## src/sv/tsp_pkg.sv

```systemverilog
// tsp_pkg: shared types, field widths and codes of the trapezoid speed profile unit
// no dependencies; used by the interfaces, the controller, the datapath and the top level
package tsp_pkg;

	localparam int SPEED_FRAC_BITS_DEF = 8;

	// item and result field widths
	localparam int CMD_W       = 1;
	localparam int KIND_W      = 2;
	localparam int LEN_W       = 16;
	localparam int TGT_W       = 12;
	localparam int STEP_W      = 32;
	localparam int VEL_W       = 23;
	localparam int PHASE_W     = 3;

	// configuration register widths and formats
	localparam int CFG_IDX_W   = 2;
	localparam int CFG_DATA_W  = 32;
	localparam int FLOOR_W     = 12;
	localparam int ACC_CFG_W   = 16;
	localparam int ACC_CFG_FRAC = 8;
	localparam int MPS_W       = 32;
	localparam int MPS_FRAC    = 24;
	localparam int VSC_W       = 32;
	localparam int VSC_FRAC    = 16;

	// shared multiplier operand width
	localparam int MUL_W       = 32;

	// braking distance factor 2 * 1000
	localparam int BRAKE_K_W   = 11;
	localparam logic [BRAKE_K_W-1:0] BRAKE_K = 11'd2000;

	localparam logic [VEL_W-1:0]  VEL_SAT  = 23'h7F_FFFF;
	localparam logic [STEP_W-1:0] GOAL_SAT = 32'h7FFF_FFFF;

	localparam logic [CMD_W-1:0] CMD_TICK  = 1'b0;
	localparam logic [CMD_W-1:0] CMD_START = 1'b1;

	localparam logic [KIND_W-1:0] KIND_ACCEL = 2'd0;
	localparam logic [KIND_W-1:0] KIND_CONST = 2'd1;
	localparam logic [KIND_W-1:0] KIND_DECEL = 2'd2;

	typedef enum logic [CFG_IDX_W-1:0] {
		CFG_FLOOR_SPEED = 2'd0,
		CFG_ACCEL       = 2'd1,
		CFG_MM_PER_STEP = 2'd2,
		CFG_VEL_SCALE   = 2'd3
	} cfg_idx_t;

	typedef enum logic [PHASE_W-1:0] {
		PH_IDLE   = 3'd0,
		PH_RAMP   = 3'd1,
		PH_CRUISE = 3'd2,
		PH_HOLD   = 3'd3,
		PH_BRAKE  = 3'd4
	} phase_t;

	typedef enum logic [4:0] {
		ST_IDLE,
		ST_DECODE,
		ST_GOAL_DIV,
		ST_GOAL_WAIT,
		ST_STEP,
		ST_VEL_MUL,
		ST_VEL_SAT,
		ST_GOAL_CMP,
		ST_TRAV_MUL,
		ST_REM,
		ST_SQ_MUL,
		ST_FL_MUL,
		ST_NUM,
		ST_BRAKE_DIV,
		ST_BRAKE_WAIT,
		ST_BRAKE_CMP,
		ST_RESULT
	} ctrl_state_t;

	typedef enum logic [3:0] {
		OP_NONE,
		OP_DIV_GOAL,
		OP_START_SET,
		OP_STEP,
		OP_MUL_VEL,
		OP_VEL_SAT,
		OP_GOAL_CMP,
		OP_MUL_TRAV,
		OP_REM,
		OP_MUL_SQ,
		OP_MUL_FL,
		OP_NUM,
		OP_DIV_BRAKE,
		OP_BRAKE_CMP,
		OP_EMIT
	} dp_op_t;

	typedef struct packed {
		dp_op_t op;
		logic   capture;
	} dp_cmd_t;

	typedef struct packed {
		logic [CMD_W-1:0] cmd;
		logic             kind_ok;
		phase_t           phase;
		logic             div_done;
	} dp_status_t;

	typedef struct packed {
		logic [CMD_W-1:0]  cmd;
		logic [KIND_W-1:0] move_kind;
		logic [LEN_W-1:0]  move_length;
		logic [TGT_W-1:0]  target_speed;
		logic [STEP_W-1:0] step_count;
	} item_t;

	typedef struct packed {
		logic               velocity_write;
		logic [VEL_W-1:0]   velocity_cmd;
		logic               clear_count;
		logic               done_res;
		logic [PHASE_W-1:0] phase;
	} res_t;

endpackage

```

## src/sv/tsp_if.sv

```systemverilog
// tsp_req_if / tsp_rsp_if: valid/ready channels for move items and profile results
// depends on tsp_pkg for the field widths
interface tsp_req_if
	import tsp_pkg::*;
();
	logic                     valid;
	logic                     ready;
	logic [CMD_W-1:0]         cmd;
	logic [KIND_W-1:0]        move_kind;
	logic [LEN_W-1:0]         move_length;
	logic [TGT_W-1:0]         target_speed;
	logic signed [STEP_W-1:0] step_count;

	modport source (
		output valid, cmd, move_kind, move_length, target_speed, step_count,
		input  ready
	);
	modport sink (
		input  valid, cmd, move_kind, move_length, target_speed, step_count,
		output ready
	);
endinterface

interface tsp_rsp_if
	import tsp_pkg::*;
();
	logic               valid;
	logic               ready;
	logic               velocity_write;
	logic [VEL_W-1:0]   velocity_cmd;
	logic               clear_count;
	logic               done_res;
	logic [PHASE_W-1:0] phase;

	modport source (
		output valid, velocity_write, velocity_cmd, clear_count, done_res, phase,
		input  ready
	);
	modport sink (
		input  valid, velocity_write, velocity_cmd, clear_count, done_res, phase,
		output ready
	);
endinterface

```

## src/sv/trapezoid_speed_profile_unit.sv

```systemverilog
// trapezoid_speed_profile_unit: top level of the trapezoidal speed profile
// depends on tsp_pkg, tsp_if, tsp_div, tsp_ctrl and tsp_dp
//
// Usage: req carries one item per valid/ready handshake. A start item (cmd 1)
// loads a move: accelerate, constant or decelerate; a tick item (cmd 0) carries
// the motor step position and advances the speed by one step. Every item gives
// exactly one result on rsp: the velocity command, its write strobe, the
// position clear strobe, the done flag and the phase after the item.
// Configuration (floor speed, accel, mm per step, velocity scale) is written
// on cfg_wr_en with cfg_index / cfg_data; the user must do so only while no
// item is in flight, which the block itself does not enforce.
// The shared two-bit-per-cycle divider serves valid start items and ticks in
// decel hold. The block takes one item at a time: a new item is accepted only
// once the result of the last one has moved into the output register.
// Reset clears the move to idle and loads the default configuration.
// A stalled rsp holds its result; one new item can be taken and worked on
// meanwhile, and its result waits until the held one is taken.
module trapezoid_speed_profile_unit
	import tsp_pkg::*;
#(
	parameter int SPEED_FRAC_BITS = SPEED_FRAC_BITS_DEF
) (
	input  logic                  clk,
	input  logic                  arst_n,
	input  logic                  cfg_wr_en,
	input  logic [CFG_IDX_W-1:0]  cfg_index,
	input  logic [CFG_DATA_W-1:0] cfg_data,
	tsp_req_if.sink               req,
	tsp_rsp_if.source             rsp
);
	item_t      item;
	res_t       res;
	dp_cmd_t    ctl;
	dp_status_t stat;

	assign item.cmd          = req.cmd;
	assign item.move_kind    = req.move_kind;
	assign item.move_length  = req.move_length;
	assign item.target_speed = req.target_speed;
	assign item.step_count   = req.step_count;

	assign rsp.velocity_write = res.velocity_write;
	assign rsp.velocity_cmd   = res.velocity_cmd;
	assign rsp.clear_count    = res.clear_count;
	assign rsp.done_res       = res.done_res;
	assign rsp.phase          = res.phase;

	tsp_ctrl u_ctrl (
		.clk       (clk),
		.arst_n    (arst_n),
		.in_valid  (req.valid),
		.in_ready  (req.ready),
		.out_valid (rsp.valid),
		.out_ready (rsp.ready),
		.stat      (stat),
		.ctl       (ctl)
	);

	tsp_dp #(
		.SPEED_FRAC_BITS (SPEED_FRAC_BITS)
	) u_dp (
		.clk       (clk),
		.arst_n    (arst_n),
		.cfg_wr_en (cfg_wr_en),
		.cfg_index (cfg_index),
		.cfg_data  (cfg_data),
		.item      (item),
		.ctl       (ctl),
		.stat      (stat),
		.res       (res)
	);

endmodule

```

## src/sv/tsp_div.sv

```systemverilog
// tsp_div: iterative restoring divider, unsigned, two quotient bits per cycle
// standalone; shared by the goal step count and the braking distance in tsp_dp
module tsp_div #(
	parameter int NUM_W = 40,
	parameter int DEN_W = 35
) (
	input  logic             clk,
	input  logic             arst_n,
	input  logic             start,
	input  logic [NUM_W-1:0] num,
	input  logic [DEN_W-1:0] den,
	output logic [NUM_W-1:0] quo,
	output logic             done
);
	localparam int STEPS = 2;
	localparam int ITER  = (NUM_W + STEPS - 1) / STEPS;
	localparam int NUM_P = ITER * STEPS;
	localparam int CNT_W = $clog2(ITER + 1);

	logic             busy_q;
	logic             done_q;
	logic [CNT_W-1:0] cnt_q;
	logic [DEN_W:0]   rem_q;
	logic [NUM_P-1:0] quo_q;
	logic [DEN_W-1:0] den_q;

	logic [DEN_W:0]   step_rem;
	logic [DEN_W:0]   step_trial;
	logic [NUM_P-1:0] step_quo;

	// numerator bits leave the top of quo_q while quotient bits enter at the bottom
	always_comb begin
		step_rem   = rem_q;
		step_quo   = quo_q;
		step_trial = '0;
		for (int i = 0; i < STEPS; i++) begin
			step_trial = {step_rem[DEN_W-1:0], step_quo[NUM_P-1]};
			step_quo   = {step_quo[NUM_P-2:0], 1'b0};
			if (step_trial >= {1'b0, den_q}) begin
				step_rem    = step_trial - {1'b0, den_q};
				step_quo[0] = 1'b1;
			end else begin
				step_rem = step_trial;
			end
		end
	end

	always_ff @(posedge clk or negedge arst_n) begin
		if (!arst_n) begin
			busy_q <= 1'b0;
			done_q <= 1'b0;
			cnt_q  <= '0;
		end else begin
			done_q <= 1'b0;
			if (start) begin
				busy_q <= 1'b1;
				cnt_q  <= CNT_W'(ITER);
			end else if (busy_q) begin
				cnt_q <= cnt_q - 1'b1;
				if (cnt_q == CNT_W'(1)) begin
					busy_q <= 1'b0;
					done_q <= 1'b1;
				end
			end
		end
	end

	always_ff @(posedge clk) begin
		if (start) begin
			rem_q <= '0;
			quo_q <= NUM_P'(num);
			den_q <= den;
		end else if (busy_q) begin
			rem_q <= step_rem;
			quo_q <= step_quo;
		end
	end

	assign quo  = quo_q[NUM_W-1:0];
	assign done = done_q;

endmodule

```

## src/sv/tsp_ctrl.sv

```systemverilog
// tsp_ctrl: sequencer of the speed profile unit, owns both channel handshakes
// depends on tsp_pkg; drives tsp_dp through dp_cmd_t and reads dp_status_t
module tsp_ctrl
	import tsp_pkg::*;
(
	input  logic       clk,
	input  logic       arst_n,
	input  logic       in_valid,
	output logic       in_ready,
	output logic       out_valid,
	input  logic       out_ready,
	input  dp_status_t stat,
	output dp_cmd_t    ctl
);
	ctrl_state_t state_q;
	ctrl_state_t state_d;
	logic        out_valid_q;
	logic        slot_free;

	// the output register may be refilled in the cycle it is taken
	assign slot_free = !out_valid_q || out_ready;

	always_comb begin
		state_d = state_q;
		case (state_q)
			ST_IDLE: begin
				if (in_valid) begin
					state_d = ST_DECODE;
				end
			end
			ST_DECODE: begin
				if (stat.cmd == CMD_START) begin
					state_d = stat.kind_ok ? ST_GOAL_DIV : ST_RESULT;
				end else begin
					state_d = (stat.phase == PH_IDLE) ? ST_RESULT : ST_STEP;
				end
			end
			ST_GOAL_DIV:  state_d = ST_GOAL_WAIT;
			ST_GOAL_WAIT: begin
				if (stat.div_done) begin
					state_d = ST_VEL_MUL;
				end
			end
			ST_STEP:      state_d = ST_VEL_MUL;
			ST_VEL_MUL:   state_d = ST_VEL_SAT;
			ST_VEL_SAT: begin
				if (stat.cmd == CMD_START) begin
					state_d = ST_RESULT;
				end else if (stat.phase == PH_HOLD) begin
					state_d = ST_TRAV_MUL;
				end else begin
					state_d = ST_GOAL_CMP;
				end
			end
			ST_GOAL_CMP:  state_d = ST_RESULT;
			ST_TRAV_MUL:  state_d = ST_REM;
			ST_REM:       state_d = ST_SQ_MUL;
			ST_SQ_MUL:    state_d = ST_FL_MUL;
			ST_FL_MUL:    state_d = ST_NUM;
			ST_NUM:       state_d = ST_BRAKE_DIV;
			ST_BRAKE_DIV: state_d = ST_BRAKE_WAIT;
			ST_BRAKE_WAIT: begin
				if (stat.div_done) begin
					state_d = ST_BRAKE_CMP;
				end
			end
			ST_BRAKE_CMP: state_d = ST_RESULT;
			ST_RESULT: begin
				if (slot_free) begin
					state_d = ST_IDLE;
				end
			end
			default:      state_d = ST_IDLE;
		endcase
	end

	always_comb begin
		in_ready    = (state_q == ST_IDLE);
		ctl.capture = (state_q == ST_IDLE) && in_valid;
		ctl.op      = OP_NONE;
		case (state_q)
			ST_GOAL_DIV:   ctl.op = OP_DIV_GOAL;
			ST_GOAL_WAIT:  ctl.op = stat.div_done ? OP_START_SET : OP_NONE;
			ST_STEP:       ctl.op = OP_STEP;
			ST_VEL_MUL:    ctl.op = OP_MUL_VEL;
			ST_VEL_SAT:    ctl.op = OP_VEL_SAT;
			ST_GOAL_CMP:   ctl.op = OP_GOAL_CMP;
			ST_TRAV_MUL:   ctl.op = OP_MUL_TRAV;
			ST_REM:        ctl.op = OP_REM;
			ST_SQ_MUL:     ctl.op = OP_MUL_SQ;
			ST_FL_MUL:     ctl.op = OP_MUL_FL;
			ST_NUM:        ctl.op = OP_NUM;
			ST_BRAKE_DIV:  ctl.op = OP_DIV_BRAKE;
			ST_BRAKE_CMP:  ctl.op = OP_BRAKE_CMP;
			ST_RESULT:     ctl.op = slot_free ? OP_EMIT : OP_NONE;
			default:       ctl.op = OP_NONE;
		endcase
	end

	always_ff @(posedge clk or negedge arst_n) begin
		if (!arst_n) begin
			state_q     <= ST_IDLE;
			out_valid_q <= 1'b0;
		end else begin
			state_q <= state_d;
			if (ctl.op == OP_EMIT) begin
				out_valid_q <= 1'b1;
			end else if (out_ready) begin
				out_valid_q <= 1'b0;
			end
		end
	end

	assign out_valid = out_valid_q;

endmodule

```

## src/sv/tsp_dp.sv

```systemverilog
// tsp_dp: datapath of the speed profile unit: config registers, move state,
// one shared 32x32 multiplier, the divider and the result register
// depends on tsp_pkg and tsp_div; sequenced by tsp_ctrl
module tsp_dp
	import tsp_pkg::*;
#(
	parameter int SPEED_FRAC_BITS = SPEED_FRAC_BITS_DEF
) (
	input  logic                  clk,
	input  logic                  arst_n,
	input  logic                  cfg_wr_en,
	input  logic [CFG_IDX_W-1:0]  cfg_index,
	input  logic [CFG_DATA_W-1:0] cfg_data,
	input  item_t                 item,
	input  dp_cmd_t               ctl,
	output dp_status_t            stat,
	output res_t                  res
);
	localparam int F          = SPEED_FRAC_BITS;
	localparam int SPW        = TGT_W + F;
	localparam int AW         = ACC_CFG_W + F - ACC_CFG_FRAC;
	localparam int SQW        = 2 * SPW;
	localparam int GOAL_NUM_W = LEN_W + MPS_FRAC;
	localparam int DIV_N_W    = (SQW > GOAL_NUM_W) ? SQW : GOAL_NUM_W;
	localparam int DEN_W      = AW + BRAKE_K_W + F;
	localparam int DIV_D_W    = (DEN_W > MPS_W) ? DEN_W : MPS_W;
	localparam int TRAV_W     = MUL_W + MPS_W - MPS_FRAC;
	localparam int REM_W      = TRAV_W + 2;
	localparam int BD_W       = DIV_N_W + 1;
	localparam int CMP_W      = ((REM_W > BD_W) ? REM_W : BD_W) + 1;

	// configuration
	logic [FLOOR_W-1:0]   floor_q;
	logic [ACC_CFG_W-1:0] acc_cfg_q;
	logic [MPS_W-1:0]     mps_q;
	logic [VSC_W-1:0]     vsc_q;

	// captured item
	logic [CMD_W-1:0]         cmd_q;
	logic [KIND_W-1:0]        kind_q;
	logic [LEN_W-1:0]         len_in_q;
	logic [TGT_W-1:0]         tgt_q;
	logic signed [STEP_W-1:0] sc_q;

	// move state
	logic [SPW-1:0]           speed_q;
	logic [SPW-1:0]           low_q;
	logic [SPW-1:0]           high_q;
	logic signed [AW:0]       accel_q;
	logic signed [STEP_W-1:0] goal_steps_q;
	logic [LEN_W-1:0]         goal_len_q;
	phase_t                   phase_q;

	// working registers
	logic                     wr_q;
	logic                     clr_q;
	logic                     fin_q;
	logic [VEL_W-1:0]         vel_q;
	logic [2*MUL_W-1:0]       prod_q;
	logic signed [REM_W-1:0]  rem_q;
	logic [SQW-1:0]           sq_q;
	logic signed [SQW:0]      num_q;
	logic [DEN_W-1:0]         den_q;
	res_t                     res_q;

	logic [AW-1:0]            acc_raw;
	logic [SPW-1:0]           fq;
	logic [SPW-1:0]           tq;
	logic                     kind_ok;
	logic                     mul_en;
	logic [MUL_W-1:0]         mul_a;
	logic [MUL_W-1:0]         mul_b;
	logic [MUL_W-1:0]         sc_mag;
	logic signed [SPW+1:0]    step_sum;
	logic signed [SPW+1:0]    step_lim;
	logic [2*MUL_W-1:0]       vel_full;
	logic [VEL_W-1:0]         vel_sat;
	logic [TRAV_W-1:0]        trav_mag;
	logic signed [REM_W-1:0]  trav_pos;
	logic signed [REM_W-1:0]  trav_s;
	logic [AW+BRAKE_K_W-1:0]  acc_k;
	logic signed [SQW:0]      num_neg;
	logic [SQW-1:0]           num_mag;
	logic                     div_start;
	logic [DIV_N_W-1:0]       div_num;
	logic [DIV_D_W-1:0]       div_den;
	logic [DIV_N_W-1:0]       div_quo;
	logic                     div_done;
	logic [STEP_W-1:0]        goal_sat;
	logic signed [CMP_W-1:0]  quo_ext;
	logic signed [CMP_W-1:0]  bd;
	logic signed [CMP_W-1:0]  rem_ext;

	assign acc_raw = AW'({acc_cfg_q, {F{1'b0}}} >> ACC_CFG_FRAC);
	assign fq      = {floor_q, {F{1'b0}}};
	assign tq      = {tgt_q, {F{1'b0}}};
	assign kind_ok = (kind_q == KIND_ACCEL) || (kind_q == KIND_CONST) ||
		(kind_q == KIND_DECEL);

	// shared multiplier operand select
	assign sc_mag = sc_q[STEP_W-1] ? MUL_W'(-sc_q) : MUL_W'(sc_q);

	always_comb begin
		mul_en = 1'b1;
		mul_a  = '0;
		mul_b  = '0;
		case (ctl.op)
			OP_MUL_VEL: begin
				mul_a = MUL_W'(speed_q);
				mul_b = vsc_q;
			end
			OP_MUL_TRAV: begin
				mul_a = sc_mag;
				mul_b = mps_q;
			end
			OP_MUL_SQ: begin
				mul_a = MUL_W'(speed_q);
				mul_b = MUL_W'(speed_q);
			end
			OP_MUL_FL: begin
				mul_a = MUL_W'(fq);
				mul_b = MUL_W'(fq);
			end
			default: mul_en = 1'b0;
		endcase
	end

	// speed step: add accel, clamp high first, then low
	always_comb begin
		step_sum = $signed({2'b00, speed_q}) +
			$signed({{(SPW+1-AW){accel_q[AW]}}, accel_q});
		step_lim = step_sum;
		if (step_lim > $signed({2'b00, high_q})) begin
			step_lim = $signed({2'b00, high_q});
		end
		if (step_lim < $signed({2'b00, low_q})) begin
			step_lim = $signed({2'b00, low_q});
		end
	end

	assign vel_full = prod_q >> (F + VSC_FRAC);
	assign vel_sat  = (vel_full > (2*MUL_W)'(VEL_SAT)) ? VEL_SAT : vel_full[VEL_W-1:0];

	assign trav_mag = prod_q[2*MUL_W-1:MPS_FRAC];
	assign trav_pos = $signed({2'b00, trav_mag});
	assign trav_s   = sc_q[STEP_W-1] ? -trav_pos : trav_pos;

	assign acc_k   = (AW+BRAKE_K_W)'(accel_q[AW-1:0]) * (AW+BRAKE_K_W)'(BRAKE_K);
	assign num_neg = -num_q;
	assign num_mag = num_q[SQW] ? num_neg[SQW-1:0] : num_q[SQW-1:0];

	assign div_start = (ctl.op == OP_DIV_GOAL) || (ctl.op == OP_DIV_BRAKE);
	assign div_num   = (ctl.op == OP_DIV_GOAL) ?
		DIV_N_W'({len_in_q, {MPS_FRAC{1'b0}}}) : DIV_N_W'(num_mag);
	assign div_den   = (ctl.op == OP_DIV_GOAL) ? DIV_D_W'(mps_q) : DIV_D_W'(den_q);

	tsp_div #(
		.NUM_W (DIV_N_W),
		.DEN_W (DIV_D_W)
	) u_div (
		.clk    (clk),
		.arst_n (arst_n),
		.start  (div_start),
		.num    (div_num),
		.den    (div_den),
		.quo    (div_quo),
		.done   (div_done)
	);

	// a zero step size divides to all ones and saturates here as well
	assign goal_sat = (div_quo > DIV_N_W'(GOAL_SAT)) ? GOAL_SAT : div_quo[STEP_W-1:0];

	// braking distance truncates toward zero; zero when accel is not positive
	assign quo_ext = $signed({{(CMP_W-DIV_N_W){1'b0}}, div_quo});
	always_comb begin
		if (accel_q[AW] || (accel_q == '0)) begin
			bd = '0;
		end else if (num_q[SQW]) begin
			bd = -quo_ext;
		end else begin
			bd = quo_ext;
		end
	end
	assign rem_ext = $signed({{(CMP_W-REM_W){rem_q[REM_W-1]}}, rem_q});

	always_ff @(posedge clk or negedge arst_n) begin
		if (!arst_n) begin
			floor_q   <= FLOOR_W'(30);
			acc_cfg_q <= ACC_CFG_W'(384);
			mps_q     <= MPS_W'(157286);
			vsc_q     <= VSC_W'(65536);
		end else if (cfg_wr_en) begin
			case (cfg_idx_t'(cfg_index))
				CFG_FLOOR_SPEED: floor_q   <= cfg_data[FLOOR_W-1:0];
				CFG_ACCEL:       acc_cfg_q <= cfg_data[ACC_CFG_W-1:0];
				CFG_MM_PER_STEP: mps_q     <= cfg_data[MPS_W-1:0];
				CFG_VEL_SCALE:   vsc_q     <= cfg_data[VSC_W-1:0];
				default:         floor_q   <= floor_q;
			endcase
		end
	end

	always_ff @(posedge clk or negedge arst_n) begin
		if (!arst_n) begin
			speed_q      <= '0;
			low_q        <= '0;
			high_q       <= '0;
			accel_q      <= '0;
			goal_steps_q <= '0;
			goal_len_q   <= '0;
			phase_q      <= PH_IDLE;
		end else begin
			case (ctl.op)
				OP_START_SET: begin
					goal_steps_q <= $signed(goal_sat);
					goal_len_q   <= len_in_q;
					if (kind_q == KIND_ACCEL) begin
						accel_q <= $signed({1'b0, acc_raw});
						speed_q <= fq;
						low_q   <= fq;
						high_q  <= tq;
						phase_q <= PH_RAMP;
					end else begin
						accel_q <= (kind_q == KIND_DECEL) ? $signed({1'b0, acc_raw}) : '0;
						speed_q <= tq;
						low_q   <= tq;
						high_q  <= tq;
						phase_q <= (kind_q == KIND_DECEL) ? PH_HOLD : PH_CRUISE;
					end
				end
				OP_STEP: speed_q <= step_lim[SPW-1:0];
				OP_GOAL_CMP: begin
					if (sc_q > goal_steps_q) begin
						phase_q <= PH_IDLE;
					end
				end
				OP_BRAKE_CMP: begin
					if (rem_ext < bd) begin
						accel_q <= -$signed({1'b0, acc_raw});
						low_q   <= fq;
						phase_q <= PH_BRAKE;
					end
				end
				default: phase_q <= phase_q;
			endcase
		end
	end

	always_ff @(posedge clk) begin
		if (ctl.capture) begin
			cmd_q    <= item.cmd;
			kind_q   <= item.move_kind;
			len_in_q <= item.move_length;
			tgt_q    <= item.target_speed;
			sc_q     <= $signed(item.step_count);
			wr_q     <= 1'b0;
			clr_q    <= 1'b0;
			fin_q    <= 1'b0;
			vel_q    <= '0;
		end
		if (mul_en) begin
			prod_q <= mul_a * mul_b;
		end
		case (ctl.op)
			OP_START_SET: begin
				wr_q  <= 1'b1;
				clr_q <= 1'b1;
			end
			OP_STEP:     wr_q  <= 1'b1;
			OP_VEL_SAT:  vel_q <= vel_sat;
			OP_GOAL_CMP: begin
				if (sc_q > goal_steps_q) begin
					fin_q <= 1'b1;
					if (phase_q == PH_BRAKE) begin
						vel_q <= '0;
					end
				end
			end
			OP_REM:      rem_q <= $signed({{(REM_W-LEN_W){1'b0}}, goal_len_q}) - trav_s;
			OP_MUL_FL:   sq_q  <= prod_q[SQW-1:0];
			OP_NUM: begin
				num_q <= $signed({1'b0, sq_q}) - $signed({1'b0, prod_q[SQW-1:0]});
				den_q <= {acc_k, {F{1'b0}}};
			end
			OP_EMIT: begin
				res_q.velocity_write <= wr_q;
				res_q.velocity_cmd   <= vel_q;
				res_q.clear_count    <= clr_q;
				res_q.done_res       <= fin_q;
				res_q.phase          <= phase_q;
			end
			default: ;
		endcase
	end

	assign stat.cmd      = cmd_q;
	assign stat.kind_ok  = kind_ok;
	assign stat.phase    = phase_q;
	assign stat.div_done = div_done;
	assign res           = res_q;

endmodule
```

## src/flat_wrapper.sv

```systemverilog
// flat-port wrapper written by rule: the top's interface ports become plain ports
module trapezoid_speed_profile_unit_flat import tsp_pkg::*;
#(
	parameter int SPEED_FRAC_BITS = SPEED_FRAC_BITS_DEF
)
  (clk, arst_n, cfg_wr_en, cfg_index, cfg_data, req_valid, req_cmd, req_move_kind, req_move_length, req_target_speed, req_step_count, req_ready, rsp_valid, rsp_velocity_write, rsp_velocity_cmd, rsp_clear_count, rsp_done_res, rsp_phase, rsp_ready);
  tsp_req_if req_i ();
  tsp_rsp_if rsp_i ();
  input  logic clk;
  input  logic arst_n;
  input  logic cfg_wr_en;
  input  logic [CFG_IDX_W-1:0] cfg_index;
  input  logic [CFG_DATA_W-1:0] cfg_data;
  input wire logic [$bits(req_i.valid)-1:0] req_valid;
  input wire logic [$bits(req_i.cmd)-1:0] req_cmd;
  input wire logic [$bits(req_i.move_kind)-1:0] req_move_kind;
  input wire logic [$bits(req_i.move_length)-1:0] req_move_length;
  input wire logic [$bits(req_i.target_speed)-1:0] req_target_speed;
  input wire logic [$bits(req_i.step_count)-1:0] req_step_count;
  output wire logic [$bits(req_i.ready)-1:0] req_ready;
  output wire logic [$bits(rsp_i.valid)-1:0] rsp_valid;
  output wire logic [$bits(rsp_i.velocity_write)-1:0] rsp_velocity_write;
  output wire logic [$bits(rsp_i.velocity_cmd)-1:0] rsp_velocity_cmd;
  output wire logic [$bits(rsp_i.clear_count)-1:0] rsp_clear_count;
  output wire logic [$bits(rsp_i.done_res)-1:0] rsp_done_res;
  output wire logic [$bits(rsp_i.phase)-1:0] rsp_phase;
  input wire logic [$bits(rsp_i.ready)-1:0] rsp_ready;
  assign req_i.valid = req_valid;
  assign req_i.cmd = req_cmd;
  assign req_i.move_kind = req_move_kind;
  assign req_i.move_length = req_move_length;
  assign req_i.target_speed = req_target_speed;
  assign req_i.step_count = req_step_count;
  assign req_ready = req_i.ready;
  assign rsp_valid = rsp_i.valid;
  assign rsp_velocity_write = rsp_i.velocity_write;
  assign rsp_velocity_cmd = rsp_i.velocity_cmd;
  assign rsp_clear_count = rsp_i.clear_count;
  assign rsp_done_res = rsp_i.done_res;
  assign rsp_phase = rsp_i.phase;
  assign rsp_i.ready = rsp_ready;
  trapezoid_speed_profile_unit #(.SPEED_FRAC_BITS(SPEED_FRAC_BITS)) u_core (.clk(clk), .arst_n(arst_n), .cfg_wr_en(cfg_wr_en), .cfg_index(cfg_index), .cfg_data(cfg_data), .req(req_i), .rsp(rsp_i));
endmodule
```

## config.mk

```make
export PLATFORM = sky130hd
export DESIGN_NAME = trapezoid_speed_profile_unit_flat
export DESIGN_NICKNAME = d
export VERILOG_FILES = /design/src/sv/tsp_pkg.sv /design/src/sv/tsp_if.sv /design/src/sv/trapezoid_speed_profile_unit.sv /design/src/sv/tsp_div.sv /design/src/sv/tsp_ctrl.sv /design/src/sv/tsp_dp.sv /design/src/flat_wrapper.sv
export SDC_FILE = /design/constraint.sdc
export NUM_CORES = 2
export LEC_CHECK = 0
export BUFFER_PORTS_ARGS = -buffer_cell sky130_fd_sc_hd__buf_2
export CAP_MARGIN = 20
export CORE_AREA = 4 4 457 368
export CTS_BUF_LIST = sky130_fd_sc_hd__clkbuf_2
export DETAILED_ROUTE_END_ITERATION = 12
export DIE_AREA = 0 0 461 372
export HOLD_SLACK_MARGIN = 0.15
export MAX_ROUTING_LAYER = met4
export PLACE_DENSITY = 0.7
export SYNTH_ARGS = -nofsm -noshare
export SYNTH_HDL_FRONTEND = slang
export SYNTH_SLANG_ARGS = --single-unit
```

## constraint.sdc

```tcl
create_clock -name clk -period 13.91 [get_ports clk]
set_input_delay 0.6955 -clock clk [delete_from_list [all_inputs] [get_ports clk]]
set_output_delay 0.6955 -clock clk [all_outputs]
set_load 0.05 [all_outputs]
```

# After elaboration in Yosys (flattened, before gate mapping)
# Index checks and enable logic that the tools add are counted.
dict set report word_totals {
  ff_bits 663
  word_cells 196
}
dict set report classes {
  addsub 11
  mul 2
  n_lt_le_gt_ge 8
  n_eq_ne 44
  muxes 63
  n_reduce_logical 28
}
# operator count
set op_table {}
lappend op_table {{$mux W40} 4}
lappend op_table {{$pmux W32 S4} 1}
lappend op_table {{$mux W32} 3}
lappend op_table {{$pmux W32 S3} 1}
lappend op_table {{$mux W23} 4}
lappend op_table {{$mux W43} 2}
lappend op_table {{$pmux W20 S2} 2}
lappend op_table {{$pmux W5 S16} 1}
lappend op_table {{$ge A36 B35 Y1} 2}
lappend op_table {{$mux W35} 2}
lappend op_table {{$sub A35 B35 Y35} 2}
lappend op_table {{$mul A32 B32 Y64} 1}
lappend op_table {{$mux W20} 3}
lappend op_table {{$pmux W4 S14} 1}
lappend op_table {{$mux W5} 10}
lappend op_table {{$pmux W23 S2} 1}
lappend op_table {{$lt A42 B43 Y1} 1}
lappend op_table {{$neg A40 Y43} 1}
lappend op_table {{$mux W42} 1}
lappend op_table {{$neg A40 Y42} 1}
lappend op_table {{$sub A17 B42 Y42} 1}
lappend op_table {{$sub A40 B40 Y41} 1}
lappend op_table {{$eq A5 B4 Y1 const B} 8}
lappend op_table {{$gt A40 B23 Y1 const B} 1}
lappend op_table {{other kinds (46)} 101}

# Depth between registers and ports, before layout
dict set report depth {
  depth_word 8
  ltp_mapped 40
}

# Modules after synthesis
# From an unflattened synthesis, not the netlist that was laid out.
dict set report unflattened {
  hier_cells 7959
  area_unflattened_um2 74551.5
}
# module instances cells_each area_per_inst_um2 seq_area_each_um2
set by_module_without_submodules {}
lappend by_module_without_submodules {tsp_dp 1 6906 65116.2 14714.1}
lappend by_module_without_submodules {tsp_div 1 967 8784.7 3128.0}
lappend by_module_without_submodules {tsp_ctrl 1 86 650.6 150.1}

# Worst setup path before layout
# No wires, ideal clock.
dict set report synth_path {
  path_kind {reg2reg}
  startpoint {reg u_core.u_ctrl.state_q[3]}
  endpoint {reg u_core.u_dp.prod_q[61] (data pin)}
  setup_time_ns 0.262
  t_arrival_ns 10.156
  slack_ns 3.492
  stages_incl_launch_ff 36
  path_cell_list {dfrtp_1 > clkbuf_1 > inv_1 > nor2_1 > nand2_1 > nor2_1 > clkbuf_1 > clkbuf_1 > a221oi_1 > clkbuf_1 > nor2_1 > fa_1 > fa_1 > fa_1 > inv_1 > fa_1 > inv_1 > fa_1 > fa_1 > fa_1 > inv_1 > fa_1 > inv_1 > ha_1 > clkbuf_1 > and3_1 > and4_1 > a32oi_1 > o211ai_1 > o22a_1 > a21oi_1 > o21bai_1 > a21o_1 > a2111oi_0 > o21bai_1 > xor2_1}
}
dict set report synth_via {
  elab_chain_len 6
  elab_cells_between_ends 23
  classes_between {mul: 1; eq/ne: 18; mux: 3; reduce/logical: 1}
}
# item line
set synth_rtl {}
lappend synth_rtl {{from (decl)} tsp_ctrl.sv:15} ;# ctrl_state_t state_q;
lappend synth_rtl {{from (signal assigned)} tsp_ctrl.sv:105} ;# state_q <= state_d;
lappend synth_rtl {{$eq A5 B5 Y1 (tied with other cells)} tsp_ctrl.sv:81} ;# case (state_q)
lappend synth_rtl {{$pmux W4 S14 *} tsp_ctrl.sv:81}
lappend synth_rtl {{$eq A4 B4 Y1 or $eq A4 B3 Y1 (tied branches)} tsp_dp.sv:107} ;# case (ctl.op)
lappend synth_rtl {{$reduce_or A2 Y1 (no source line)} -}
lappend synth_rtl {{$pmux W32 S3} tsp_dp.sv:107}
lappend synth_rtl {{$mul A32 B32 Y64 *} tsp_dp.sv:262} ;# prod_q <= mul_a * mul_b;
lappend synth_rtl {{to (signal assigned)} tsp_dp.sv:262}
lappend synth_rtl {{to (decl)} tsp_dp.sv:59} ;# logic [2*MUL_W-1:0] prod_q;
# Every way passes the cells marked *; elsewhere a longest branch is shown, timed or not.
# A chain may end at the register's enable or synchronous reset.

# Worst setup path in the final report
dict set report layout_path {
  startpoint {reg u_core.u_dp.sc_q[1]}
  endpoint {reg u_core.u_dp.prod_q[61] (data pin)}
}
dict set report layout_via {
  elab_chain_len 4
}
# item line
set layout_rtl {}
lappend layout_rtl {{from (decl)} tsp_dp.sv:43} ;# logic signed [STEP_W-1:0] sc_q;
lappend layout_rtl {{from (signal assigned)} tsp_dp.sv:255} ;# sc_q <= $signed(item.step_count);
lappend layout_rtl {{$neg A32 Y32} tsp_dp.sv:101} ;# assign sc_mag = sc_q[STEP_W-1] ? MUL_W'(-sc_q) : MUL_W'(sc_q);
lappend layout_rtl {{$mux W32 *} tsp_dp.sv:101}
lappend layout_rtl {{$pmux W32 S3 *} tsp_dp.sv:107}
lappend layout_rtl {{$mul A32 B32 Y64 *} tsp_dp.sv:262}
# Marks and branches as above.

==> qor.csv <==
stage;metric;value;unit
run_status;status;complete, no violations;
worst_setup_path;reg-to-reg slack, setup;1920;ps
worst_setup_path;WP data required;15070;ps
grt;vias in the first global route;61820;
final_layout;share of cells above drive strength 1;9.123;%
grt;largest net degree at the start of global routing;98;
route;vias per cell;5.863;
route;Post-DRT Antenna Nets;0;
worst_setup_path;Critical path origin;u_core.u_dp.sc_q[1]$_DFFE_PP_;
route;Final Routed Wirelength;253500;um
logic_synthesis;Syn Nets;9458;
final_layout;commonest non-fill, non-tap cell in the layout;inv_1;
route;drc violations;0;
route;drt first pass iters;8;
die;Starting Density;44.73;%
place;Placed Cells;9889;
worst_setup_path;WS Path Type;reg -> reg;
sta;slew margin rel.;15.69;%
clock_network;worst-skew pair later-pin latency;1520;ps
place;port buffer count;132;
logic_synthesis;Post-Synth XOR/XNOR Area;4.389;%
die;row count;133;
pwr;worst vdd ir;0.0002691;V
sta;Fin. Hold Viols;0;
logic_synthesis;Seq cells post-synth;655;
sta;Tcrit/Tclk final;86.21;%
worst_setup_path;CP Capture Type;flip-flop;
route;vias;61160;
logic_synthesis;compound-cell area share of the yosys netlist;11.44;%
sta;clock skew;164.5;ps
clock_network;Hold Buf Count CTS;205;
worst_setup_path;max incr delay on CP;830;ps
worst_setup_path;CP Max Fanout;16;
sta;Max Slew Vio Count;0;
sta;crit path time final;11990;ps
worst_setup_path;crit path to;u_core.u_dp.prod_q[61]$_DFFE_PN_;
logic_synthesis;Primary FF master, synth;edfxtp_1;
sta;Setup violations, final;0;
place;gpl congestion;1.031;
clock_network;CTS Buf Count;169;
logic_synthesis;total number of yosys warnings;0;
final_layout;Final Instance Count excl. Fillers;10430;
logic_synthesis;largest family of logic cells by synthesized area;adder cells;
logic_synthesis;top cell type's share of synthesized area;26.10;%
logic_synthesis;syn_area_per_cell;9.359;um2
die;Die Area;171500;um2
sta;Slew @ Worst Pin;1264;ps
sta;final hold slack;339.1;ps
final_layout;area grow syn2layout;9.768;%
logic_synthesis;Synth cell types;86;
final_layout;Final Net Count;9740;
die;Vert. Die Dim;372;um
logic_synthesis;synthesized area;73240;um2
clock_network;Worst-path clk slew;120;ps
worst_setup_path;crit path max-delay cell type;nand2b_1;
grt;gr ovfl total;0;
logic_synthesis;post-synthesis sequential area ratio;24.57;%
final_layout;FILL cells;15060;
clock_network;CTS H-tree lvls;4;
worst_setup_path;Reg2Reg Depth;33;
place;hpwl dp;196500;um
logic_synthesis;Post-synth EDFFs;377;
clock_network;Max Root-Sink Buffers;3;
worst_setup_path;Worst R2R Start;u_core.u_dp.sc_q[1]$_DFFE_PP_;
worst_setup_path;reg2reg end;u_core.u_dp.prod_q[61]$_DFFE_PN_;
worst_setup_path;CP most frequent cell;fa_1;
clock_network;clk sinks;655;
route;Iter 0 DRT Violations;7020;
clock_network;Post-CTS Resized;0;
grt;antenna violations before repair;15;
logic_synthesis;Post-Synth Simple-Gate Area;13.41;%
logic_synthesis;asr flop ratio synth;33.13;%
clock_network;CTS tree;built;
logic_synthesis;synth top area cells;fa_1, edfxtp_1, ha_1;
logic_synthesis;Post-Synth Adder-Cell Area;35.94;%
route;WL/cell;24.30;um
logic_synthesis;Synth Instances;7826;
worst_setup_path;startpoint types;flip-flop;
sta;max frequency;0.08339;GHz
die;Core ar.;163700;um2
final_layout;most frequent cells in the layout;inv_1, fa_1, nand2_1;
clock_network;root cell of the clock tree;clkbuf_2;
grt;All-Layer GR Usage;30.54;%
clock_network;postcts setup bufs;0;
die;chip width;461;um
logic_synthesis;area leader, netlist;fa_1;
worst_setup_path;crit path DAT;13150;ps
sta;Setup TNS;0;ps
pwr;Pleak;0.03696;uW
logic_synthesis;multiplexer share of the synthesized area;2.375;%
job;Max Cap Viol;0;
pwr;PwrDens;129.5;nW/um2
min_path;worst hold path class;in -> reg;
die;io pins;133;
sta;RSZ-0062 raised after global routing;no;
grt;global-route wire length before repair;382800;um
## kinds of logic after synthesis
| logic type | Yosys count |
|---|---|
| AO/OA/AOI/OAI | 1298 |
| AND/OR/NAND/NOR | 2280 |
| flip-flops | 655 |
| adder cells (fa/ha/maj) | 1531 |
| buffers and inverters | 1536 |
| XOR/XNOR | 367 |
| multiplexers | 159 |
## cell usage after synthesis, types with 23 or more instances
| cell type | count |
|---|---|
| inv_1 | 1193 |
| fa_1 | 955 |
| nand2_1 | 910 |
| nor2_1 | 875 |
| ha_1 | 575 |
| edfxtp_1 | 377 |
| o21ai_0 | 334 |
| a21oi_1 | 332 |
| clkbuf_1 | 320 |
| xnor2_1 | 224 |
| dfrtp_1 | 201 |
| xor2_1 | 143 |
| mux2_2 | 118 |
| a21o_1 | 109 |
| o21a_1 | 65 |
| nand3_1 | 63 |
| nor3_1 | 62 |
| dfxtp_1 | 61 |
| nand4_1 | 58 |
| o31ai_1 | 51 |
| nand2b_1 | 50 |
| or3_1 | 44 |
| nor2b_1 | 43 |
| and3_1 | 42 |
| mux2i_1 | 41 |
| a22oi_1 | 34 |
| or4_1 | 33 |
| a31oi_1 | 32 |
| a221oi_1 | 30 |
| and2_1 | 30 |
| o21bai_1 | 30 |
| a22o_1 | 28 |
| a221o_1 | 26 |
| o211ai_1 | 24 |
| o2bb2ai_1 | 24 |
| o41ai_1 | 24 |
| a211oi_1 | 23 |
## layout make-up
type | count | area, um2 | share of cell area, %
Clock buffer | 246 | 1231 | 1.531
Inverter | 1193 | 4478 | 5.570
Antenna cell | 18 | 45.04 | 0.05603
Timing Repair Buffer | 454 | 3691 | 4.591
Clock inverter | 71 | 500.5 | 0.6225
Multi-Input combinational cell | 5635 | 49750 | 61.89
Tap cell | 2160 | 2703 | 3.362
Sequential cell | 655 | 17990 | 22.38
## registers in the layout, summed over array words and instances, names as in the netlist, 20 cells and up
signal / cells
u_core.u_dp.vsc_q: 32
u_core.u_dp.sc_q: 32
u_core.u_dp.u_div.den_q: 35
u_core.u_dp.den_q: 23
u_core.u_dp.sq_q: 40
u_core.u_dp.u_div.quo: 40
u_core.u_dp.goal_steps_q: 32
u_core.u_dp.vel_q: 23
u_core.u_dp.mps_q: 32
u_core.u_dp.num_q: 41
u_core.u_dp.res: 29
u_core.u_dp.rem_q: 42
u_core.u_dp.u_div.rem_q: 35
u_core.u_dp.prod_q: 64
u_core.u_dp.speed_q: 20
## critical path, delay by kind of cell, from the launching register on
family                     cells  cell delay, ps
and+or+nand+nor                9            3930
DFF                            1             460
adders and majority gates      9            4530
buffers and inverters          4             210
AOI/OAI and AO/OA              9            2230
xor gates and xnor gates       2             350
## power breakdown
group / switching (uW) / leakage (uW) / total (uW) / internal, uW
clock network: 886 / 0.00128 / 1510 / 619
registers: 610 / 0.00683 / 3190 / 2580
logic: 3410 / 0.0289 / 5710 / 2300
total: 4910 / 0.0370 / 10400 / 5500
## layer usage
| metal | global-route usage (%) | wire length (um) |
|---|---|---|
| met4 | 12.05 | 11930 |
| met1 | 40.04 | 101000 |
| met3 | 10.14 | 34600 |
| met5 | - | 0 |
| met2 | 43.68 | 105900 |
## how the worst min path moves through the flow
stage / startpoint / end / slack, ps / cells past startpoint
2_1_floorplan: arst_n / u_core.u_ctrl.out_valid$_DFFE_PN0P_ / 400 / 0
4_1_cts: cfg_index[0] / u_core.u_dp.floor_q[11]$_DFFE_PN0P_ / 150 / 4
3_3_place_gp: u_core.u_dp.vel_q[22]$_DFF_P_ / u_core.u_dp.res[27]$_DFFE_PP_ / 420 / 0
6_report: cfg_index[0] / u_core.u_dp.floor_q[2]$_DFFE_PN1P_ / 340 / 4
3_5_place_dp: u_core.u_dp.vel_q[1]$_DFF_P_ / u_core.u_dp.res[6]$_DFFE_PP_ / 420 / 0
5_1_grt: arst_n / u_core.u_dp.acc_cfg_q[7]$_DFFE_PN1P_ / 210 / 3
## per-stage QoR
stage | util, % | instance area (um2) | total power, uW | setup WS, ps
after floorplan | - | 73240 | 7033 | 3492
after global placement | 46.68 | 76430 | 8547 | 2407
after detailed placement | 46.73 | 76510 | 8705 | 2138
after CTS | 49.05 | 80310 | 10280 | 2097
after global routing | 49.09 | 80390 | 11120 | 1418
final | 49.10 | 80390 | 10410 | 1919
Power figures use the tool's default switching activity.
